**src/design/dynamic_node_id_client_top_assert.svh**
```systemverilog
// assertion macros for the allocation client
`ifndef DYNAMIC_NODE_ID_CLIENT_TOP_ASSERT_SVH
`define DYNAMIC_NODE_ID_CLIENT_TOP_ASSERT_SVH

`ifndef SYNTH
`define DNIC_ASSERT(lbl, clk, rst, prop) \
   lbl: assert property (@(posedge clk) disable iff (rst) prop) \
      else $error("dnic assertion failed");
`define DNIC_ASSERT_ALWAYS(lbl, clk, prop) \
   lbl: assert property (@(posedge clk) prop) \
      else $error("dnic assertion failed");
`else
`define DNIC_ASSERT(lbl, clk, rst, prop)
`define DNIC_ASSERT_ALWAYS(lbl, clk, prop)
`endif

`endif

```
**src/design/dnic_pkg.sv**
```systemverilog
package dnic_pkg;

   localparam int UID_BYTES = 16;
   localparam int OUT_BYTES = 6;
   localparam int MAX_CHUNK = 6;
   localparam int MAX_NODE  = 127;
   localparam int CHUNK_LIM = (MAX_CHUNK > OUT_BYTES) ? OUT_BYTES : MAX_CHUNK;

   localparam logic [1:0] CSR_UID_LOW      = 2'd0;
   localparam logic [1:0] CSR_UID_HIGH     = 2'd1;
   localparam logic [1:0] CSR_PREFERRED_ID = 2'd2;

   localparam logic OP_REQUEST  = 1'b0;
   localparam logic OP_RESPONSE = 1'b1;

   typedef struct packed {
      logic        op;
      logic [6:0]  resp_node;
      logic [4:0]  resp_len;
      logic [63:0] resp_uid_low;
      logic [63:0] resp_uid_high;
   } req_type;

   typedef struct packed {
      logic        req_valid;
      logic        req_first;
      logic [6:0]  req_prefer;
      logic [2:0]  req_len;
      logic [47:0] req_bytes;
      logic [6:0]  held_id;
      logic [4:0]  echoed;
   } rsp_type;

endpackage

```
**src/design/dnic_req_if.sv**
```systemverilog
interface dnic_req_if;
   logic             valid;
   logic             ready;
   dnic_pkg::req_type data;

   modport source (output valid, output data, input ready);
   modport sink (input valid, input data, output ready);
endinterface

```
**src/design/dnic_rsp_if.sv**
```systemverilog
interface dnic_rsp_if;
   logic             valid;
   logic             ready;
   dnic_pkg::rsp_type data;

   modport source (output valid, output data, input ready);
   modport sink (input valid, input data, output ready);
endinterface

```
**src/design/dynamic_node_id_client_top.sv**
```systemverilog
// channel   direction  beat
// req_if    in         op, resp_node, resp_len, resp_uid_low, resp_uid_high
// rsp_if    out        req_valid, req_first, req_prefer, req_len, req_bytes, held_id, echoed
// csr_*     in         uid_low, uid_high, preferred_id writes, no read-back
//
// one beat per cycle sustained while rsp_if.ready holds; registered path: input register, then result register
// the chunk shifter and 16-byte echo compare sit between the two registers
// synchronous active-high reset clears valids, held id and echoed length
// a stalled result holds the pipe; req_if.ready drops only when both stages are full
`include "dynamic_node_id_client_top_assert.svh"

module dynamic_node_id_client_top (
   input  logic               clock,
   input  logic               reset,
   dnic_req_if.sink           req_if,
   dnic_rsp_if.source         rsp_if,
   input  logic               csr_we,
   input  logic [1:0]         csr_index,
   input  logic [63:0]        csr_wdata
);

   logic [63:0] uid_low_ff;
   logic [63:0] uid_high_ff;
   logic [6:0]  preferred_ff;
   logic [6:0]  allocated_ff;
   logic [6:0]  allocated_in;
   logic [4:0]  prefix_ff;
   logic [4:0]  prefix_in;

   logic              stage_valid_ff;
   dnic_pkg::req_type stage_ff;
   logic              out_valid_ff;
   dnic_pkg::rsp_type out_ff;
   dnic_pkg::rsp_type out_in;

   logic         out_free;
   logic         stage_move;
   logic [127:0] uid_all;
   logic [127:0] echo_all;
   logic [127:0] uid_shift;
   logic [4:0]   remain;
   logic [2:0]   chunk;
   logic [4:0]   echo_n;
   logic         match;
   logic         node_ok;

   assign out_free     = !out_valid_ff || rsp_if.ready;
   assign stage_move   = stage_valid_ff && out_free;
   assign req_if.ready = !stage_valid_ff || out_free;
   assign rsp_if.valid = out_valid_ff;
   assign rsp_if.data  = out_ff;

   // configuration registers
   always_ff @(posedge clock) begin
      if (reset) begin
         uid_low_ff   <= '0;
         uid_high_ff  <= '0;
         preferred_ff <= '0;
      end else if (csr_we) begin
         case (csr_index)
            dnic_pkg::CSR_UID_LOW:      uid_low_ff   <= csr_wdata;
            dnic_pkg::CSR_UID_HIGH:     uid_high_ff  <= csr_wdata;
            dnic_pkg::CSR_PREFERRED_ID: preferred_ff <= csr_wdata[6:0];
            default: ;
         endcase
      end
   end

   // chunk selection
   assign uid_all   = {uid_high_ff, uid_low_ff};
   assign echo_all  = {stage_ff.resp_uid_high, stage_ff.resp_uid_low};
   assign uid_shift = uid_all >> {prefix_ff, 3'b000};
   assign remain    = 5'(dnic_pkg::UID_BYTES) - prefix_ff;
   assign chunk     = (remain > 5'(dnic_pkg::CHUNK_LIM)) ? 3'(dnic_pkg::CHUNK_LIM)
                                                          : remain[2:0];

   // echo compare, bytes past the echoed length always match
   assign echo_n = (stage_ff.resp_len > 5'(dnic_pkg::UID_BYTES)) ? 5'(dnic_pkg::UID_BYTES)
                                                                 : stage_ff.resp_len;
   always_comb begin
      match = 1'b1;
      for (int i = 0; i < dnic_pkg::UID_BYTES; i++) begin
         if ((5'(i) < echo_n) && (echo_all[8*i +: 8] != uid_all[8*i +: 8])) begin
            match = 1'b0;
         end
      end
   end

   assign node_ok = (stage_ff.resp_node != 7'd0) &&
                    (stage_ff.resp_node <= 7'(dnic_pkg::MAX_NODE));

   always_comb begin
      allocated_in = allocated_ff;
      prefix_in    = prefix_ff;
      out_in       = '0;
      if (stage_ff.op == dnic_pkg::OP_REQUEST) begin
         if (prefix_ff < 5'(dnic_pkg::UID_BYTES)) begin
            out_in.req_valid  = 1'b1;
            out_in.req_first  = (prefix_ff == 5'd0);
            out_in.req_prefer = preferred_ff;
            out_in.req_len    = chunk;
            for (int k = 0; k < dnic_pkg::OUT_BYTES; k++) begin
               if (3'(k) < chunk) begin
                  out_in.req_bytes[8*k +: 8] = uid_shift[8*k +: 8];
               end
            end
         end
      end else if (allocated_ff == 7'd0 && match) begin
         if (node_ok) begin
            allocated_in = stage_ff.resp_node;
            prefix_in    = 5'd0;
         end else begin
            prefix_in = echo_n;
         end
      end
      out_in.held_id = allocated_in;
      out_in.echoed  = prefix_in;
   end

   // input stage, result stage and client state
   always_ff @(posedge clock) begin
      if (reset) begin
         stage_valid_ff <= 1'b0;
         out_valid_ff   <= 1'b0;
         allocated_ff   <= '0;
         prefix_ff      <= '0;
      end else begin
         if (req_if.ready) begin
            stage_valid_ff <= req_if.valid;
         end
         if (out_free) begin
            out_valid_ff <= stage_valid_ff;
         end
         if (stage_move) begin
            allocated_ff <= allocated_in;
            prefix_ff    <= prefix_in;
         end
      end
   end

   always_ff @(posedge clock) begin
      if (req_if.ready && req_if.valid) begin
         stage_ff <= req_if.data;
      end
      if (stage_move) begin
         out_ff <= out_in;
      end
   end

   `DNIC_ASSERT(a_held_clears_prefix, clock, reset, (allocated_ff != 7'd0) |-> (prefix_ff == 5'd0))
   `DNIC_ASSERT(a_prefix_in_range, clock, reset, prefix_ff <= 5'(dnic_pkg::UID_BYTES))
   `DNIC_ASSERT(a_held_id_sticks, clock, reset, (allocated_ff != 7'd0) |=> $stable(allocated_ff))
   `DNIC_ASSERT(a_chunk_not_empty, clock, reset, (out_valid_ff && out_ff.req_valid) |-> (out_ff.req_len != 3'd0))
   `DNIC_ASSERT_ALWAYS(a_reset_empties, clock, reset |=> (!out_valid_ff && !stage_valid_ff))

endmodule
```
**src/flat_wrapper.sv**
```systemverilog
// flat-port wrapper written by rule: the top's interface ports become plain ports
module dynamic_node_id_client_top_flat 
  (clock, reset, csr_we, csr_index, csr_wdata, req_if_valid, req_if_data, req_if_ready, rsp_if_valid, rsp_if_data, rsp_if_ready);
  dnic_req_if req_if_i ();
  dnic_rsp_if rsp_if_i ();
  input  logic clock;
  input  logic reset;
  input  logic csr_we;
  input  logic [1:0] csr_index;
  input  logic [63:0] csr_wdata;
  input wire logic [$bits(req_if_i.valid)-1:0] req_if_valid;
  input wire logic [$bits(req_if_i.data)-1:0] req_if_data;
  output wire logic [$bits(req_if_i.ready)-1:0] req_if_ready;
  output wire logic [$bits(rsp_if_i.valid)-1:0] rsp_if_valid;
  output wire logic [$bits(rsp_if_i.data)-1:0] rsp_if_data;
  input wire logic [$bits(rsp_if_i.ready)-1:0] rsp_if_ready;
  assign req_if_i.valid = req_if_valid;
  assign req_if_i.data = req_if_data;
  assign req_if_ready = req_if_i.ready;
  assign rsp_if_valid = rsp_if_i.valid;
  assign rsp_if_data = rsp_if_i.data;
  assign rsp_if_i.ready = rsp_if_ready;
  dynamic_node_id_client_top u_core (.clock(clock), .reset(reset), .req_if(req_if_i), .rsp_if(rsp_if_i), .csr_we(csr_we), .csr_index(csr_index), .csr_wdata(csr_wdata));
endmodule
```
**config.mk**
```make
export PLATFORM = sky130hd
export DESIGN_NAME = dynamic_node_id_client_top_flat
export DESIGN_NICKNAME = d
export VERILOG_FILES = /design/src/design/dnic_pkg.sv /design/src/design/dnic_req_if.sv /design/src/design/dnic_rsp_if.sv /design/src/design/dynamic_node_id_client_top.sv /design/src/flat_wrapper.sv
export VERILOG_INCLUDE_DIRS = /design/src /design/src/design
export SDC_FILE = /design/constraint.sdc
export NUM_CORES = 1
export LEC_CHECK = 0
export ABC_AREA = 1
export BUFFER_PORTS_ARGS = -buffer_cell sky130_fd_sc_hd__buf_2
export CORE_MARGIN = 2
export CORE_UTILIZATION = 30
export DETAILED_ROUTE_END_ITERATION = 12
export PLACE_DENSITY = 0.51
export SYNTH_ARGS = -nofsm -noshare
export SYNTH_HDL_FRONTEND = slang
export SYNTH_SLANG_ARGS = --single-unit
```
**constraint.sdc**
```tcl
create_clock -name clock -period 4.93 [get_ports clock]
set_input_delay 0.7395 -clock clock [delete_from_list [all_inputs] [get_ports clock]]
set_output_delay 0.7395 -clock clock [all_outputs]
set_load 0.05 [all_outputs]
```
Word-level counts from Yosys, hierarchy flattened:

Cells that the tools add are included.
W data, S select, Z words.

* add/sub/neg operators: 1
* $lt $le $gt $ge: 26
* equality and inequality tests: 18
* shift-type cells: 1
* muxes and demuxes: 31
* bitwise logic cells: 7
* reductions and logical operators: 38

Operators with widths (count)
* $ne A8 B8 Y1: 16
* $shr A128 B8 Y48: 1
* $mux W60: 1
* $mux W8: 6
* $lt A4 B5 Y1 const A: 8
* $mux W7: 3
* $logic_and A1 B1 Y1: 20
* $lt A3 B5 Y1 const A: 4
* $mux W5: 4
* $reduce_or A3 Y1: 6
* $mux W1: 16
* $lt A1 B5 Y1 const A: 2
* $lt A2 B5 Y1 const A: 2
* $le A7 B7 Y1 const B: 1
* $logic_not A7 Y1: 1
* $not A1 Y1: 7
* $reduce_bool A7 Y1: 1
* $lt A1 B3 Y1 const A: 2
* $lt A2 B3 Y1 const A: 2
* $lt A3 B3 Y1 const A: 2
* $reduce_and A2 Y1: 3
* $gt A5 B3 Y1 const B: 1
* $gt A5 B5 Y1 const B: 1
* $logic_not A5 Y1: 1
* other kinds (9): 11

* bits in registers: 362
* input bits: 212
* word-level logic and storage cells: 146

Logic depth before layout (Yosys ltp):

Gate-level depths: netlist of run 1.

* depth after elaboration: 23
* depth in mapped cells: 17

Worst setup path before layout of run 1:

Ideal clock, no wire load.

* path kind: input -> register
* from: in rsp_if_ready
* to: reg u_core.stage_ff, in the netlist u_core.echo_all[0] (enable)
* arrival: 4.055 ns
* required time: 4.437 ns
* path slack: 0.382 ns
* stages: 4
* cell sequence: inv_1 > nand3_1 > nand2_1 > inv_1

* word-level cells in the longest chain between the ends: 3

Ends and longest elaborated chain
* start, declared: RTL line flat_wrapper.sv:16 `input wire logic [$bits(rsp_if_i.ready)-1:0] rsp_if_ready;`
* $logic_or A1 B1 Y1: RTL line dynamic_node_id_client_top.sv:47 `assign out_free = !out_valid_ff || rsp_if.ready;`
* $logic_or A1 B1 Y1: RTL line dynamic_node_id_client_top.sv:49 `assign req_if.ready = !stage_valid_ff || out_free;`
* named net req_if_ready: RTL line flat_wrapper.sv:13 `output wire logic [$bits(req_if_i.ready)-1:0] req_if_ready;`
* $logic_and A1 B1 Y1: RTL line dynamic_node_id_client_top.sv:142 `if (req_if.ready && req_if.valid) begin`
* end signal, assigned: RTL line dynamic_node_id_client_top.sv:143 `stage_ff <= req_if.data;`
* end, declared: RTL line dynamic_node_id_client_top.sv:31 `dnic_pkg::req_type stage_ff;`

The timed path passes the listed nets, and every way through them passes these cells.
A chain may end at the register's enable or synchronous reset.

Worst setup path after layout of run 1:

* from: reg u_core.prefix_ff[0]
* to: reg u_core.out_ff, in the netlist u_core.rsp_if.data[42] (data pin)

* word-level cells in the longest chain between the ends: 6
* elaborated cells on any way between the ends: 9
* those cells by class: add/sub: 1; order compare: 3; shift: 1; mux: 1; bitwise: 2; reduce/logical: 1

Ends and longest elaborated chain
* start, declared: RTL line dynamic_node_id_client_top.sv:27 `logic [4:0] prefix_ff;`
* start signal, assigned: RTL line dynamic_node_id_client_top.sv:136 `prefix_ff <= prefix_in;`
* $sub A5 B5 Y5: RTL line dynamic_node_id_client_top.sv:73 `assign remain = 5'(dnic_pkg::UID_BYTES) - prefix_ff;`
* $gt A5 B3 Y1: RTL line dynamic_node_id_client_top.sv:74 `assign chunk = (remain > 5'(dnic_pkg::CHUNK_LIM)) ? 3'(dnic_pkg::CHUNK_LIM)`
* $mux W3: RTL line dynamic_node_id_client_top.sv:74
* $lt A2 B3 Y1: RTL line dynamic_node_id_client_top.sv:103 `if (3'(k) < chunk) begin`
* $not A1 Y1 (no line)
* $reduce_or A3 Y1 (no line)
* end signal, assigned: RTL line dynamic_node_id_client_top.sv:146 `out_ff <= out_in;`
* end, declared: RTL line dynamic_node_id_client_top.sv:33 `dnic_pkg::rsp_type out_ff;`

Parallel ways exist; a longest one is shown, timed or not.

==> flow_summary.toml, run 1 <==
[sta]
clock_skew_ns = 0.0158
min_period_over_period_pct = 70.0
grt_setup_unrepaired = "false"
maxSlewViolCount = 0
setup_total_negative_slack_ns = 0
period_minus_slack_ns = 3.45
finalSetupViolations = 0
hold_slack_ns = 0.347
max_freq_mhz = 290
slew_headroom_pct = 23.1
tightest_slew_ns = 1.15
finalHoldViolCount = 0

[run_status]
run_status = "completed"

[yosys]
synth.lib_cells_used.distinct = 52
yosysSeqAreaShare_pct = 52.4
postSynthNetCount = 2303
synth_enable_flop_cells = 213
ys_seq_elements = 362
summed_instance_area_of_the_synthesized_netlist_mm2 = 0.0179
asyncSetResetFlopFracSynth_pct = 0
synth_area_per_cell_um2 = 8.57
cell_count_after_synthesis = 2087
dominantRegCellSynth = "sky130_fd_sc_hd__edfxtp_1"
synth_warnings = 0

[power]
sequentialPowerShare_pct = 44.2
power_leakage_nw = 8.49
p_sw_share_pct = 28.8
net-switching-power_mw = 2.31
pwr-share-clk_pct = 40.6
irDropWorstVdd_v = 0.000212
power.combinational.fraction_pct = 15.2
power_density_mw_per_mm2 = 376
internal_power_consumption_mw = 5.72

[floorplanning]
ioPinCount = 286
row_count = 89
initial_core_util_pct = 30.3
coreArea_mm2 = 0.0590
floorplan_die_height_um = 248
die_x_um = 248
dieArea_mm2 = 0.0616

[global_route]
via_count_of_the_first_global_routing_pass = 14900
globalRouteTotalUtil_pct = 22.5
global_route_wire_length_before_repair_um = 100000
grt_max_degree = 137
grt_overflow_total = 0
number_of_antenna_violations_at_the_first_check_in_global_routing = 2

[critical_path]
setup.worst_path.start_class = "register"
worst_r2r_path_depth = 12
timing.critical_path.to_type = "register"
critPathMaxFanout = 53
worstPathRequired_ns = 5.28
setup.worst_path.class = "reg2reg"
arrival_ns = 3.80

[routing]
wire_per_inst_um = 22.6
viasPerCell = 4.97
antenna_violating_nets_post_route = 0
drt_iter0_drc = 1378
drt_drc_violations_left = 0
totalWireLength_um = 70500
via_count = 15500
drt_pass_1_iters = 5

[placement]
post_dp_hpwl_um = 53900
io_buffer_count = 285
post_dp_cell_area_mm2 = 0.0199
place_congestion = 0.953

[clocking]
cts_htree_levels = 2
cts_hold_buffers = 0
cts-root-buf = "sky130_fd_sc_hd__clkbuf_16"
cts_max_path_buffers = 3
tritoncts = "built"
tritoncts.num_buffers = 42
postCtsResizedCells = 0
number_of_clock_sinks = 362
clk_transition_reported_paths_ns = 0.06
clk_latency_ns = 0.57
postCtsSetupBuffers = 0

[flow_run]
maxCapViolCount = 0

[hold_path]
class_of_the_tightest_hold_or_removal_check = "in2reg"
worst_hold_path.num_cells = 1

[final_layout]
final.fill_count = 6108
final_layout_size_suffix_gt1_share_pct = 17.9
design.final.nets = 2535
area.growth.synth_to_final_pct = 19.3
antenna_cells = 0
final_cell_area_mm2 = 0.0213
postLayoutCoreUtil_pct = 36.2
cell families after synthesis:
| family | count (synthesis) | synth area share, % |
|---|---|---|
| AND/OR/NAND/NOR | 758 | 17.4 |
| AO/OA/AOI/OAI | 538 | 16.3 |
| flip-flops | 362 | 52.4 |
| buffers and inverters | 292 | 6.84 |
| XOR/XNOR | 111 | 5.44 |
| multiplexers | 22 | 1.23 |
| adder cells (fa/ha/maj) | 4 | 0.280 |
path summary, 6_finish.rpt:
kind / start / end / slack (ns)
min reg2reg: u_core.preferred_ff[0] / u_core.preferred_ff[0] / 0.45
max: u_core.prefix_ff[0] / u_core.rsp_if.data[42] / 1.48
max reg2reg: u_core.prefix_ff[0] / u_core.rsp_if.data[42] / 1.48
min: req_if_data[72] / u_core.echo_all[8] / 0.35
critical path, cell delays in order (launching register included):
cell and delay [ns]:
sky130_fd_sc_hd__dfxtp_4 0.69, sky130_fd_sc_hd__inv_1 0.48, sky130_fd_sc_hd__ha_1 0.38, sky130_fd_sc_hd__nand2_1 0.07
sky130_fd_sc_hd__nor2_1 0.07, sky130_fd_sc_hd__ha_1 0.21, sky130_fd_sc_hd__a21oi_1 0.11, sky130_fd_sc_hd__nand2_1 0.33
sky130_fd_sc_hd__inv_2 0.19, sky130_fd_sc_hd__nand2_2 0.10, sky130_fd_sc_hd__nor2_2 0.14, sky130_fd_sc_hd__inv_2 0.11
sky130_fd_sc_hd__a311oi_1 0.34
layout make-up:
class / count / area [um^2] / area share, %
Sequential cell: 362 / 9380 / 44.0
Multi-Input combinational cell: 1433 / 7290 / 34.2
Timing Repair Buffer: 304 / 1590 / 7.47
Clock buffer: 55 / 1180 / 5.54
Tap cell: 773 / 967 / 4.53
Inverter: 176 / 669 / 3.14
Clock inverter: 22 / 255 / 1.20
power by group through the flow:
stage               clock network, mW  logic (mW)  registers (mW)
global route                     3.44        1.33            3.56
global placement                    0        1.20            3.61
detailed placement                  0        1.20            3.61
floorplan                           0       0.668            3.66
CTS                              3.32        1.21            3.55
finish                           3.26        1.22            3.55
metrics by stage:
stage          setup slack (ns)  instances  total power [mW]
2_1_floorplan             0.382       2087              4.33
3_3_place_gp               1.68       3048              4.81
3_5_place_dp               1.48       3048              4.82
4_1_cts                    1.46       3125              8.08
5_1_grt                    1.15       3125              8.33
6_report                   1.48       3125              8.02
registers in the layout, indices dropped and copies added, names as in the netlist:
name and flops:
u_core.allocated_ff 7, u_core.stage_valid_ff 1, u_core.uid_low_ff 64, u_core.uid_high_ff 64, u_core.rsp_if.data 72, u_core.preferred_ff 7
u_core.echo_all 128, u_core.rsp_if.valid 1, u_core.stage_ff 13, u_core.prefix_ff 5
cells in the final DEF (no fill, tap or decap), types with 63 or more instances in the layout:
cell                         n
sky130_fd_sc_hd__nor2_1    220
sky130_fd_sc_hd__nand3_1    63
sky130_fd_sc_hd__o21ai_0   310
sky130_fd_sc_hd__nand2_1   430
sky130_fd_sc_hd__edfxtp_1  213
sky130_fd_sc_hd__xnor2_1    92
sky130_fd_sc_hd__inv_1     161
sky130_fd_sc_hd__a21oi_1   150
sky130_fd_sc_hd__dfxtp_1   147
sky130_fd_sc_hd__buf_2     285
cell usage after synthesis (12+ instances only):
cell type | count | area, um^2
sky130_fd_sc_hd__buf_2 | 22 | 110
sky130_fd_sc_hd__xor2_1 | 19 | 166
sky130_fd_sc_hd__nor2_1 | 220 | 826
sky130_fd_sc_hd__nand2_1 | 430 | 1610
sky130_fd_sc_hd__inv_1 | 164 | 616
sky130_fd_sc_hd__o211ai_1 | 22 | 165
sky130_fd_sc_hd__clkbuf_1 | 74 | 278
sky130_fd_sc_hd__a22oi_1 | 12 | 90.1
sky130_fd_sc_hd__edfxtp_1 | 213 | 6400
sky130_fd_sc_hd__a21oi_1 | 150 | 751
sky130_fd_sc_hd__nand3_2 | 12 | 120
sky130_fd_sc_hd__dfxtp_1 | 149 | 2980
sky130_fd_sc_hd__mux2i_1 | 22 | 220
sky130_fd_sc_hd__o21ai_0 | 310 | 1550
sky130_fd_sc_hd__xnor2_1 | 92 | 806
sky130_fd_sc_hd__nand3_1 | 63 | 315
per-layer routing:
metal	vias to the layer above	global-route usage, %	wire length (um)
met4	0	8.07	2520
met3	94	4.36	4530
met5	-	0	0
li1	7488	-	-
met2	504	35.1	31900
met1	7447	30.9	31500
Power figures use the tool's default switching activity.
==> inputs of run 2 (changes only) <==
- ABC_AREA: 1 -> 0
- PLACE_DENSITY: 0.51 -> 0.53
- clock period: 4.93 -> 3.02 ns (I/O delays scaled with it)
==> flow_summary.toml, run 2 <==
[run_status]
run_status = "completed"

[floorplanning]
initial_core_util_pct = 30.2
die_x_um = 245
floorplan_die_height_um = 245
dieArea_mm2 = 0.0599
row_count = 88
ioPinCount = 286
coreArea_mm2 = 0.0575

[final_layout]
area.growth.synth_to_final_pct = 23.8
design.final.nets = 2178
antenna_cells = 0
largest_register_ffs = 128
most_frequent_standard_cell_in_the_layout_excluding_fill_and_tap_cells = "sky130_fd_sc_hd__nand2_1"
mostFrequentLayoutCells = "sky130_fd_sc_hd__nand2_1 (319), sky130_fd_sc_hd__buf_2 (284), sky130_fd_sc_hd__edfxtp_1 (213), sky130_fd_sc_hd__a21oi_1 (186), sky130_fd_sc_hd__dfxtp_1 (145)"
final_layout_size_suffix_gt1_share_pct = 24.4

[hold_path]
class_of_the_tightest_hold_or_removal_check = "in2reg"

[routing]
drt_pass_1_iters = 5
totalWireLength_um = 67400
antenna_violating_nets_post_route = 0
wire_per_inst_um = 24.4
via_count = 14200
viasPerCell = 5.13
drt_drc_violations_left = 0
drt_iter0_drc = 1360

[power]
irDropWorstVdd_v = 0.000347
p_sw_share_pct = 24.7
internal_power_consumption_mw = 8.97
power.combinational.fraction_pct = 8.9
sequentialPowerShare_pct = 47.4
net-switching-power_mw = 2.95
power_leakage_nw = 7.87
pwr-share-clk_pct = 43.6
power_density_mw_per_mm2 = 554

[yosys]
synth_enable_flop_cells = 213
netlist.top_cell.by_area = "sky130_fd_sc_hd__edfxtp_1"
summed_instance_area_of_the_synthesized_netlist_mm2 = 0.0174
synth_commonest_cells = "sky130_fd_sc_hd__nand2_1 (319), sky130_fd_sc_hd__edfxtp_1 (213), sky130_fd_sc_hd__a21oi_1 (186)"
yosysSeqAreaShare_pct = 54.0
synth.lib_cells_used.distinct = 63
synth_area_per_cell_um2 = 10.5
dominantRegCellSynth = "sky130_fd_sc_hd__edfxtp_1"
synth.area.top_cells = "sky130_fd_sc_hd__edfxtp_1 (37%), sky130_fd_sc_hd__dfxtp_1 (17%), sky130_fd_sc_hd__nand2_1 (6.9%), sky130_fd_sc_hd__mux2i_1 (5.7%), sky130_fd_sc_hd__a21oi_1 (5.4%)"
cell_count_after_synthesis = 1655
asyncSetResetFlopFracSynth_pct = 0
post-synth-top-count-cell = "sky130_fd_sc_hd__nand2_1"
ys_seq_elements = 362
synthDominantCellAreaShare_pct = 36.8
synth_warnings = 0
postSynthNetCount = 1871

[critical_path]
crit_cells = 7
ff2ff_setup_slack_ns = 0.05
cp_top_family = "compound AO/OA/AOI/OAI gates"
crit_path_top_delay_cell = "sky130_fd_sc_hd__nor4b_1"
worst_r2r_path_depth = 7
worst_path_largest_cell_delay_ns = 0.74
arrival_ns = 3.28
setup.worst_path.class = "reg2reg"
critical_path.endpoint = "u_core.rsp_if.data[3]"
r2r_end = "u_core.rsp_if.data[3]"
critical_path.startpoint = "u_core.stage_ff[129]"
setup.worst_path.start_class = "register"
worst_r2r_startpoint = "u_core.stage_ff[129]"
crit_chain = "nor4b_1 -> buf_4 -> a21oi_1 -> o21ai_1 -> a41o_1 -> o311a_2 -> mux2_1"
critPathMaxFanout = 10
timing.critical_path.to_type = "register"
worstPathRequired_ns = 3.33
crit_buf_inv = 1

[clocking]
number_of_clock_sinks = 362
postCtsSetupBuffers = 0
cts-root-buf = "sky130_fd_sc_hd__clkbuf_16"
tritoncts.num_buffers = 42
cts_hold_buffers = 0
clk_latency_ns = 0.57
postCtsResizedCells = 0
cts_htree_levels = 2
cts_max_path_buffers = 3
tritoncts = "built"
clk_transition_reported_paths_ns = 0.06

[global_route]
grt_util_met3_pct = 3.77
via_count_of_the_first_global_routing_pass = 13700
busiest_layer = "met2"
number_of_antenna_violations_at_the_first_check_in_global_routing = 1
globalRouteTotalUtil_pct = 22.1
use_met1_pct = 29.6
grt_overflow_total = 0
groute.layer.met2.usage_pct = 36.0
global_route_wire_length_before_repair_um = 96500
grt_max_degree = 88

[placement]
io_buffer_count = 285
post_dp_hpwl_um = 51900
place_congestion = 0.932
place_ws_ns = 0.0405

[sta]
maxSlewViolCount = 0
fin_ws_ns = 0.0494
finalHoldViolCount = 0
clock_skew_ns = 0.0218
tightest_slew_ns = 0.863
finalSetupViolations = 0
grt_setup_unrepaired = "false"
period_minus_slack_ns = 2.97
setup_total_negative_slack_ns = 0
slew_headroom_pct = 41.9
max_freq_mhz = 337
min_period_over_period_pct = 98.4

[flow_run]
maxCapViolCount = 0
[run 2: worst reg2reg max path, delay by kind of cell (launching register included)]
family / cells / cell delay [ns]
AOI/OAI and AO/OA: 4 / 0.86
buffers and inverters: 1 / 0.22
muxes: 1 / 0.34
DFF: 1 / 0.55
and+or+nand+nor: 1 / 0.75
[run 2: how the worst min path moves through the flow]
| stage | from | to | slack (ns) | depth (start not counted) |
|---|---|---|---|---|
| floorplan | u_core.preferred_ff[0] | u_core.preferred_ff[0] | 0.45 | 2 |
| global placement | u_core.preferred_ff[3] | u_core.preferred_ff[3] | 0.47 | 2 |
| finish | req_if_data[122] | u_core.echo_all[58] | 0.06 | 1 |
| global route | req_if_data[122] | u_core.echo_all[58] | 0.04 | 1 |
| CTS | req_if_data[122] | u_core.echo_all[58] | 0.03 | 1 |
| detailed placement | u_core.preferred_ff[0] | u_core.preferred_ff[0] | 0.49 | 2 |
[run 2: kinds of logic (layout without fill, tap and decap cells)]
group,after synthesis,in the layout,synth area share [%]
AND/OR/NAND/NOR,546,546,13.5
XOR/XNOR,129,129,6.50
multiplexers,146,146,10.5
buffers and inverters,113,453,2.82
flip-flops,362,362,54.0
AO/OA/AOI/OAI,355,355,12.4
adder cells (fa/ha/maj),4,4,0.288
[run 2: layer usage]
layer	vias up	wire length, um	part of all wire, %
met5	-	13	0.019
met4	2	2310	3.4
met3	100	4340	6.4
met2	551	32000	48
met1	6960	28700	43
li1	6558	-	-
[run 2: power by group through the flow]
stage / Combinational [mW] / Clock (mW) / Sequential (mW)
CTS: 1.07 / 5.32 / 5.65
global placement: 1.06 / 0 / 5.76
global route: 1.14 / 5.54 / 5.67
finish: 1.07 / 5.20 / 5.65
floorplan: 0.419 / 0 / 5.84
detailed placement: 1.07 / 0 / 5.76
[run 2: area by class of cell]
type                       count  area, um^2
tap                          765         957
sequential                   362        9390
multi-input combinational   1180        7540
clock inverter                22         267
fill                        5784       36000
timing repair buffer         371        2220
inverter                       5        20.0
clock buffer                  55        1120
[run 2: per-stage QoR]
| step | hold slack, ns | power (mW) | instance area, um^2 | cells | util, % |
|---|---|---|---|---|---|
| finish | 0.0570 | 11.9 | 21500 | 2760 | 37.4 |
| global placement | 0.470 | 6.82 | 20100 | 2683 | 35.0 |
| global route | 0.0368 | 12.3 | 21500 | 2760 | 37.4 |
| CTS | 0.0258 | 12.0 | 21500 | 2760 | 37.4 |
| floorplan | 0.455 | 6.26 | 17400 | 1655 | - |
| detailed placement | 0.486 | 6.82 | 20100 | 2683 | 35.0 |
